<file path="src/rtl/downlink_mac_command_parser_top_assert.svh">
// assertion macros for the downlink mac command parser
`ifndef DOWNLINK_MAC_COMMAND_PARSER_TOP_ASSERT_SVH
`define DOWNLINK_MAC_COMMAND_PARSER_TOP_ASSERT_SVH

`ifndef SYNTHESIS
// antecedent holds now, consequent must hold in the same cycle
`define DMCP_ASSERT_NOW(label, clk, rst_n, ante, cons) \
label: assert property (@(posedge clk) disable iff (!rst_n) (ante) |-> (cons)) \
    else $error("dmcp assertion failed");
// antecedent holds now, consequent must hold in the next cycle
`define DMCP_ASSERT_NEXT(label, clk, rst_n, ante, cons) \
label: assert property (@(posedge clk) disable iff (!rst_n) (ante) |=> (cons)) \
    else $error("dmcp assertion failed");
`else
`define DMCP_ASSERT_NOW(label, clk, rst_n, ante, cons)
`define DMCP_ASSERT_NEXT(label, clk, rst_n, ante, cons)
`endif

`endif

</file>
<file path="src/rtl/dmcp_pkg.sv">
`default_nettype none

package dmcp_pkg;

    // command codes
    localparam logic [3:0] CMD_LINKCHECK = 4'd0;
    localparam logic [3:0] CMD_LINKADR   = 4'd1;
    localparam logic [3:0] CMD_DUTY      = 4'd2;
    localparam logic [3:0] CMD_RXPARAM   = 4'd3;
    localparam logic [3:0] CMD_DEVSTATUS = 4'd4;
    localparam logic [3:0] CMD_NEWCHAN   = 4'd5;
    localparam logic [3:0] CMD_DLCHAN    = 4'd6;
    localparam logic [3:0] CMD_RXTIMING  = 4'd7;
    localparam logic [3:0] CMD_TXPARAM   = 4'd8;
    localparam logic [3:0] CMD_CLASSB0   = 4'd9;
    localparam logic [3:0] CMD_CLASSB1   = 4'd10;
    localparam logic [3:0] CMD_CLASSB2   = 4'd11;
    localparam logic [3:0] CMD_CLASSB3   = 4'd12;

    // record status codes
    localparam logic [1:0] ST_OK      = 2'd0;
    localparam logic [1:0] ST_UNKNOWN = 2'd1;
    localparam logic [1:0] ST_TRUNC   = 2'd2;

    // tag byte values
    localparam logic [7:0] TAG_LINKCHECK = 8'h02;
    localparam logic [7:0] TAG_LINKADR   = 8'h03;
    localparam logic [7:0] TAG_DUTY      = 8'h04;
    localparam logic [7:0] TAG_RXPARAM   = 8'h05;
    localparam logic [7:0] TAG_DEVSTATUS = 8'h06;
    localparam logic [7:0] TAG_NEWCHAN   = 8'h07;
    localparam logic [7:0] TAG_RXTIMING  = 8'h08;
    localparam logic [7:0] TAG_TXPARAM   = 8'h09;
    localparam logic [7:0] TAG_DLCHAN    = 8'h0A;
    localparam logic [7:0] TAG_CLASSB0   = 8'h10;
    localparam logic [7:0] TAG_CLASSB1   = 8'h11;
    localparam logic [7:0] TAG_CLASSB2   = 8'h12;
    localparam logic [7:0] TAG_CLASSB3   = 8'h13;

    typedef struct packed {
        logic [7:0] data_byte;
        logic       end_of_buffer;
    } cmd_byte_t;

    typedef struct packed {
        logic [3:0]  command;
        logic [1:0]  status;
        logic [3:0]  high_nibble;
        logic [3:0]  low_nibble;
        logic [2:0]  mask_control;
        logic [3:0]  repetitions;
        logic [15:0] channel_mask;
        logic [7:0]  channel_index;
        logic [23:0] frequency;
        logic [7:0]  link_margin;
        logic [7:0]  gateway_count;
        logic [1:0]  dwell_flags;
    } cmd_rec_t;

    // parse state; bytes_seen zero with discarding clear means a tag is expected
    typedef struct packed {
        logic [3:0]  cur_cmd;
        logic [2:0]  bytes_seen;
        logic        discarding;
        logic [7:0]  first_byte;
        logic [15:0] mask_acc;
        logic [23:0] freq_acc;
    } parse_state_t;

    typedef struct packed {
        logic       known;
        logic [3:0] cmd;
    } tag_hit_t;

    function automatic tag_hit_t tag_lookup(input logic [7:0] tag);
        tag_hit_t hit;
        hit.known = 1'b1;
        case (tag)
            TAG_LINKCHECK: hit.cmd = CMD_LINKCHECK;
            TAG_LINKADR:   hit.cmd = CMD_LINKADR;
            TAG_DUTY:      hit.cmd = CMD_DUTY;
            TAG_RXPARAM:   hit.cmd = CMD_RXPARAM;
            TAG_DEVSTATUS: hit.cmd = CMD_DEVSTATUS;
            TAG_NEWCHAN:   hit.cmd = CMD_NEWCHAN;
            TAG_RXTIMING:  hit.cmd = CMD_RXTIMING;
            TAG_TXPARAM:   hit.cmd = CMD_TXPARAM;
            TAG_DLCHAN:    hit.cmd = CMD_DLCHAN;
            TAG_CLASSB0:   hit.cmd = CMD_CLASSB0;
            TAG_CLASSB1:   hit.cmd = CMD_CLASSB1;
            TAG_CLASSB2:   hit.cmd = CMD_CLASSB2;
            TAG_CLASSB3:   hit.cmd = CMD_CLASSB3;
            default:
            begin
                hit.known = 1'b0;
                hit.cmd   = CMD_LINKCHECK;
            end
        endcase
        return hit;
    endfunction

    function automatic logic [2:0] payload_len(input logic [3:0] cmd);
        logic [2:0] len;
        case (cmd)
            CMD_LINKCHECK: len = 3'd2;
            CMD_LINKADR:   len = 3'd4;
            CMD_DUTY:      len = 3'd1;
            CMD_RXPARAM:   len = 3'd4;
            CMD_DEVSTATUS: len = 3'd0;
            CMD_NEWCHAN:   len = 3'd5;
            CMD_DLCHAN:    len = 3'd4;
            CMD_RXTIMING:  len = 3'd1;
            CMD_TXPARAM:   len = 3'd1;
            CMD_CLASSB0:   len = 3'd2;
            CMD_CLASSB1:   len = 3'd2;
            CMD_CLASSB2:   len = 3'd2;
            CMD_CLASSB3:   len = 3'd2;
            default:       len = 3'd0;
        endcase
        return len;
    endfunction

endpackage

`default_nettype wire

</file>
<file path="src/rtl/downlink_mac_command_parser_top.sv">
// downlink mac command parser: one command byte per transaction, one record per command
// a record is registered and appears in the cycle after the byte that completes or ends its command
// throughput: one byte every cycle while no finished record is held by a stalled output
// the input stalls only while a finished record is held by a stalled output
// reset (rst_n low, asynchronous): parser expects a tag, nothing discarded, no record held
`default_nettype none

`include "downlink_mac_command_parser_top_assert.svh"

module downlink_mac_command_parser_top
    import dmcp_pkg::*;
(
    input  wire logic      clk,
    input  wire logic      rst_n,
    // command byte channel
    input  wire logic      cmd_valid,
    output logic           cmd_stall,
    input  wire cmd_byte_t cmd_data,
    // decoded record channel
    output logic           rec_valid,
    input  wire logic      rec_stall,
    output cmd_rec_t       rec_data
);

    parse_state_t st_reg;
    parse_state_t st_next;
    logic         rec_valid_reg;
    logic         rec_valid_next;
    cmd_rec_t     rec_data_reg;
    cmd_rec_t     dec_rec;
    logic         dec_hit;
    logic         take;
    logic         hold;

    // record register is busy when it holds a record the sink is not taking
    assign hold      = rec_valid_reg && rec_stall;
    assign cmd_stall = hold;
    assign take      = cmd_valid && !hold;

    // next parse state and record from the current state and the byte
    dmcp_decode u_decode (
        .st      (st_reg),
        .item    (cmd_data),
        .st_next (st_next),
        .rec_hit (dec_hit),
        .rec     (dec_rec)
    );

    // a held record stays; otherwise the register takes whatever this byte produced
    assign rec_valid_next = hold || (take && dec_hit);

    always_ff @(posedge clk or negedge rst_n)
    begin
        if (!rst_n)
        begin
            st_reg        <= '0;
            rec_valid_reg <= 1'b0;
        end
        else
        begin
            if (take)
            begin
                st_reg <= st_next;
            end
            rec_valid_reg <= rec_valid_next;
        end
    end

    // record payload, loaded only when a new record is produced
    always_ff @(posedge clk)
    begin
        if (take && dec_hit)
        begin
            rec_data_reg <= dec_rec;
        end
    end

    assign rec_valid = rec_valid_reg;
    assign rec_data  = rec_data_reg;

    // bytes dropped after an unknown tag never produce a record
    `DMCP_ASSERT_NEXT(a_discard_silent, clk, rst_n,
        take && st_reg.discarding, !rec_valid)
    // a marked byte always returns the parser to expecting a tag
    `DMCP_ASSERT_NEXT(a_eob_idle, clk, rst_n,
        take && cmd_data.end_of_buffer, (st_reg.bytes_seen == 3'd0) && !st_reg.discarding)
    // the byte counter never runs past the current command's payload
    `DMCP_ASSERT_NOW(a_count_bound, clk, rst_n,
        st_reg.bytes_seen != 3'd0,
        (st_reg.bytes_seen <= payload_len(st_reg.cur_cmd)) && !st_reg.discarding)

endmodule

`default_nettype wire

</file>
<file path="src/rtl/dmcp_decode.sv">
`default_nettype none

module dmcp_decode
    import dmcp_pkg::*;
(
    input  parse_state_t st,
    input  cmd_byte_t    item,
    output parse_state_t st_next,
    output logic         rec_hit,
    output cmd_rec_t     rec
);

    // split a completed command into its record fields
    function automatic cmd_rec_t decoded(
        input logic [3:0]  cmd,
        input logic [7:0]  last,
        input logic [7:0]  first,
        input logic [15:0] mask,
        input logic [23:0] freq
    );
        cmd_rec_t r;
        r = '0;
        r.command = cmd;
        r.status  = ST_OK;
        case (cmd)
            CMD_LINKADR:
            begin
                r.high_nibble  = first[7:4];
                r.low_nibble   = first[3:0];
                r.mask_control = last[6:4];
                r.repetitions  = last[3:0];
                r.channel_mask = mask;
            end
            CMD_DUTY, CMD_RXTIMING:
            begin
                r.low_nibble = last[3:0];
            end
            CMD_RXPARAM:
            begin
                r.high_nibble = {1'b0, first[6:4]};
                r.low_nibble  = first[3:0];
                r.frequency   = freq | {last, 16'h0000};
            end
            CMD_DEVSTATUS:
            begin
                r.command = cmd;
            end
            CMD_NEWCHAN:
            begin
                r.high_nibble   = last[7:4];
                r.low_nibble    = last[3:0];
                r.channel_index = first;
                r.frequency     = freq;
            end
            CMD_DLCHAN:
            begin
                r.channel_index = first;
                r.frequency     = freq | {last, 16'h0000};
            end
            CMD_TXPARAM:
            begin
                r.low_nibble  = last[3:0];
                r.dwell_flags = {last[5], last[4]};
            end
            default:
            begin
                // linkcheck answer layout, also used by class b tags
                r.link_margin   = first;
                r.gateway_count = last;
            end
        endcase
        return r;
    endfunction

    tag_hit_t   hit;
    logic [2:0] tag_len;
    logic [2:0] cur_len;
    logic [2:0] pos;
    logic       last_byte;

    assign hit       = tag_lookup(item.data_byte);
    assign tag_len   = payload_len(hit.cmd);
    assign cur_len   = payload_len(st.cur_cmd);
    assign pos       = st.bytes_seen - 3'd1;
    assign last_byte = ({1'b0, pos} + 4'd1) >= {1'b0, cur_len};

    always_comb
    begin
        st_next = st;
        rec_hit = 1'b0;
        rec     = '0;
        if (st.discarding)
        begin
            if (item.end_of_buffer)
            begin
                st_next = '0;
            end
        end
        else if (st.bytes_seen == 3'd0)
        begin
            if (!hit.known)
            begin
                rec_hit            = 1'b1;
                rec.status         = ST_UNKNOWN;
                st_next            = '0;
                st_next.discarding = !item.end_of_buffer;
            end
            else if (tag_len == 3'd0)
            begin
                rec_hit = 1'b1;
                rec     = decoded(hit.cmd, item.data_byte, 8'h00, 16'h0000, 24'h000000);
                st_next = '0;
            end
            else if (item.end_of_buffer)
            begin
                rec_hit     = 1'b1;
                rec.command = hit.cmd;
                rec.status  = ST_TRUNC;
                st_next     = '0;
            end
            else
            begin
                st_next            = '0;
                st_next.cur_cmd    = hit.cmd;
                st_next.bytes_seen = 3'd1;
            end
        end
        else if (last_byte)
        begin
            rec_hit = 1'b1;
            rec     = decoded(st.cur_cmd, item.data_byte, st.first_byte,
                              st.mask_acc, st.freq_acc);
            st_next = '0;
        end
        else
        begin
            case (pos)
                3'd0: st_next.first_byte = item.data_byte;
                3'd1:
                begin
                    st_next.mask_acc[7:0] = item.data_byte;
                    st_next.freq_acc[7:0] = item.data_byte;
                end
                3'd2:
                begin
                    st_next.mask_acc[15:8] = item.data_byte;
                    st_next.freq_acc[15:8] = item.data_byte;
                end
                3'd3: st_next.freq_acc[23:16] = item.data_byte;
                default: st_next.first_byte = st.first_byte;
            endcase
            if (item.end_of_buffer)
            begin
                rec_hit     = 1'b1;
                rec.command = st.cur_cmd;
                rec.status  = ST_TRUNC;
                st_next     = '0;
            end
            else
            begin
                st_next.bytes_seen = st.bytes_seen + 3'd1;
            end
        end
    end

endmodule

`default_nettype wire
</file>
<file path="config.mk">
export PLATFORM = sky130hd
export DESIGN_NAME = downlink_mac_command_parser_top
export DESIGN_NICKNAME = d
export VERILOG_FILES = /design/src/rtl/dmcp_pkg.sv /design/src/rtl/downlink_mac_command_parser_top.sv /design/src/rtl/dmcp_decode.sv
export VERILOG_INCLUDE_DIRS = /design/src /design/src/rtl
export SDC_FILE = /design/constraint.sdc
export NUM_CORES = 1
export LEC_CHECK = 0
export ABC_AREA = 1
export BUFFER_PORTS_ARGS = -buffer_cell sky130_fd_sc_hd__buf_2
export CAP_MARGIN = 15
export CORE_MARGIN = 2
export CORE_UTILIZATION = 50
export DETAILED_ROUTE_END_ITERATION = 12
export PLACE_DENSITY = 0.73
export SYNTH_ARGS = -nofsm -noshare
export SYNTH_HDL_FRONTEND = slang
export SYNTH_SLANG_ARGS = --single-unit
</file>
<file path="constraint.sdc">
create_clock -name clk -period 6.5 [get_ports clk]
set_input_delay 0.65 -clock clk [delete_from_list [all_inputs] [get_ports clk]]
set_output_delay 0.65 -clock clk [all_outputs]
set_load 0.02 [all_outputs]
</file>
==> results.py <==
metrics = {
    "status": {
        "status": "completed",
    },
    "final_layout": {
        "post-route-util": 0.609,
        "final_cell_mix": "buf_2 (101), nor2_1 (100), nand2_1 (93)",
        "drive_above_1_share": 0.258,
        "fin_nets": 685,
        "layout.cells.non_filler": 813,
        "largest_reg_flops": 87,
        "antenna_cells": 0,
        "final_common_cell": "buf_2",
        "area_growth_pct": 19.9,
    },
    "clock_tree": {
        "clkSinkCount": 128,
        "post-cts-setup-buffers": 0,
        "insertion_delay_ps": 410,
        "h-tree-depth": 4,
        "cts-buffers-inserted": 17,
        "tritoncts": "built",
        "clock_path_buffers": 2,
        "post_cts_resize_count": 0,
        "root_buffer": "clkbuf_16",
        "ctsHoldBuffers": 0,
        "cts.reportedPaths.clkPinSlew_ps": 60,
    },
    "setup_path": {
        "worst_r2r_startpoint": "st_reg[49]$_DFFE_PN0P_",
        "start_kind": "flip-flop",
        "cp_num_buf_inv": 6,
        "path_class": "reg2reg",
        "crit_top_cell": "ha_1",
        "cp_slowest_cell": "buf_4",
        "required_ps": 6530,
        "cp-end-kind": "flip-flop",
        "arrival_ps": 3690,
        "critPathLaunch": "st_reg[49]$_DFFE_PN0P_",
        "critPathMaxFanout": 71,
        "cp_top_family": "buffers and inverters",
        "cp_cell_sequence": "inv_1, ha_1, ha_1, inv_2, ha_1, inv_1, ha_1, nand2_1, nand3_2, nor2_4, nand2_2, nand2_1, inv_1, nand2_1, clkinv_2, buf_4",
        "cp_slowest_stage_delay_ps": 730,
    },
    "sta": {
        "relSlewSlack": 0.259,
        "hold_viol_final": 0,
        "setup_tns_ps": 0,
        "finClkSkew_ps": 7.55,
        "setup_viol": 0,
        "worstMarginPinSlew_ps": 1110,
        "rsz0062_at_grt": "false",
        "report.final.slew_viol_count": 0,
        "finalCriticalPeriod_ps": 3650,
        "fin_crit_sh": 0.562,
        "fmaxAchievable_mhz": 274,
    },
    "synth": {
        "seq_area_frac_synth": 0.633,
        "synthArstFlopShare": 0.320,
        "yosys_warnings": 0,
        "synthesis.nets": 576,
        "ys_ff_latch": 128,
        "synth_top_area_frac": 0.455,
        "synth.avg_cell_area_um2": 10.5,
        "synth_edf_count": 87,
        "synthCells": 548,
        "ys_types": 34,
        "synth_area_leaders": "edfxtp_1 (45%), dfrtp_1 (18%), nor2_1 (6.5%), nand2_1 (6.1%), inv_1 (3.7%)",
        "synth_area_leader_cell": "edfxtp_1",
        "syn_area_um2": 5750,
        "synth_flop_cell": "edfxtp_1",
    },
    "placed_design": {
        "hpwl_um": 9180,
        "dp_cells": 781,
        "portBuffers": 101,
        "gp_congestion": 0.941,
    },
    "die": {
        "core_um2": 11300,
        "initial_core_util": 0.508,
        "die_h_um": 111,
        "boundaryPins": 102,
        "dieArea_um2": 12400,
        "row_count": 39,
        "die_x_um": 111,
    },
    "routing": {
        "first_iter_violations": 406,
        "vias": 4312,
        "drc_errors": 0,
        "vias_per_cell": 5.30,
        "ant_nets": 0,
        "wl_per_cell_um": 16.1,
        "firstDrtPassIters": 6,
        "routed_wl_um": 13100,
    },
    "grt": {
        "grt_pass1_wl_um": 21100,
        "grt_pass1_vias": 4128,
        "antenna_found_initial": 0,
        "grt_max_degree": 72,
        "overflow": 0,
        "track_usage": 0.216,
    },
    "run": {
        "max_cap_violations": 0,
    },
    "pwr": {
        "p_per_area_nw_per_um2": 322,
        "p_leak_nw": 2.91,
        "irDropWorstVdd_mv": 0.162,
    },
    "worst_hold_path": {
        "hp-class": "in2async",
    },
}
cell usage after synthesis, drive strengths merged, types with 2 or more instances:
cell type / count
o211ai: 3
inv: 65
dfrtp: 41
a22oi: 9
nor3: 10
nor2: 115
nand4: 6
o21ai: 33
buf: 12
nor4: 2
ha: 15
edfxtp: 87
a21oi: 11
o32ai: 2
nand2: 102
nand3: 28
through the flow:
stage | hold slack [ps] | setup WS [ps] | power, W | area (µm²)
2_1_floorplan | 354 | 2310 | 0.00126 | 5750
3_3_place_gp | 490 | 2980 | 0.00136 | 6340
3_5_place_dp | 496 | 2830 | 0.00137 | 6340
4_1_cts | 417 | 2810 | 0.00223 | 6890
5_1_grt | 475 | 2550 | 0.00229 | 6890
6_report | 403 | 2850 | 0.00222 | 6890
power breakdown:
part           internal (W)  switching, W  total, W  leakage, nW
clock network      0.000530      0.000335  0.000864        0.266
registers          0.000981     0.0000282   0.00101         1.41
logic             0.0000775      0.000266  0.000343         1.23
total               0.00159      0.000629   0.00222         2.91
layer usage:
metal,GRT usage,wire length [µm],part of all wire,vias to the layer above
li1,-,-,-,2054
met1,0.284,5440,0.42,2046
met2,0.358,6530,0.50,196
met3,0.0443,904,0.069,16
met4,0.0798,191,0.015,0
met5,0,0,0,-
area by class of cell:
| cell class | instances | area, µm² |
|---|---|---|
| clock buffer | 24 | 493 |
| clock inverter | 8 | 53.8 |
| sequential | 128 | 3640 |
| timing repair buffer | 102 | 513 |
| fill | 938 | 4430 |
| multi-input combinational | 342 | 1760 |
| tap | 143 | 179 |
| inverter | 66 | 250 |
worst reg2reg max path, cell delays in order, from the launching register on:
cell	delay, ps
dfrtp_1	410
inv_1	140
ha_1	250
ha_1	290
inv_2	60
ha_1	280
inv_1	40
ha_1	260
nand2_1	60
nand3_2	110
nor2_4	60
nand2_2	90
nand2_1	60
inv_1	70
nand2_1	90
clkinv_2	230
buf_4	730
path summary, 6_finish.rpt:
check                                                   to  slack [ps]  cells past startpoint
worst max-delay path            rec_data[38]$_SDFFCE_PP0P_        2850                     16
worst min-delay path                st_reg[29]$_DFFE_PN0P_         400                      1
worst max register to register  rec_data[38]$_SDFFCE_PP0P_        2850                     16
worst min register to register      st_reg[22]$_DFFE_PN0P_         510                      2
max in group asynchronous           st_reg[18]$_DFFE_PN0P_        5490                      1
min in group clk                       rec_valid$_DFF_PN0_         480                      3
kinds of logic after synthesis:
| kind of cell | after synthesis | share of synthesized area |
|---|---|---|
| DFF | 128 | 0.633 |
| adders and majority gates | 15 | 0.0327 |
| buffers and inverters | 78 | 0.0601 |
| xor gates and xnor gates | 1 | 0.00152 |
| AOI/OAI and AO/OA | 61 | 0.0649 |
| and+or+nand+nor | 265 | 0.208 |
Power figures use the tool's default switching activity.
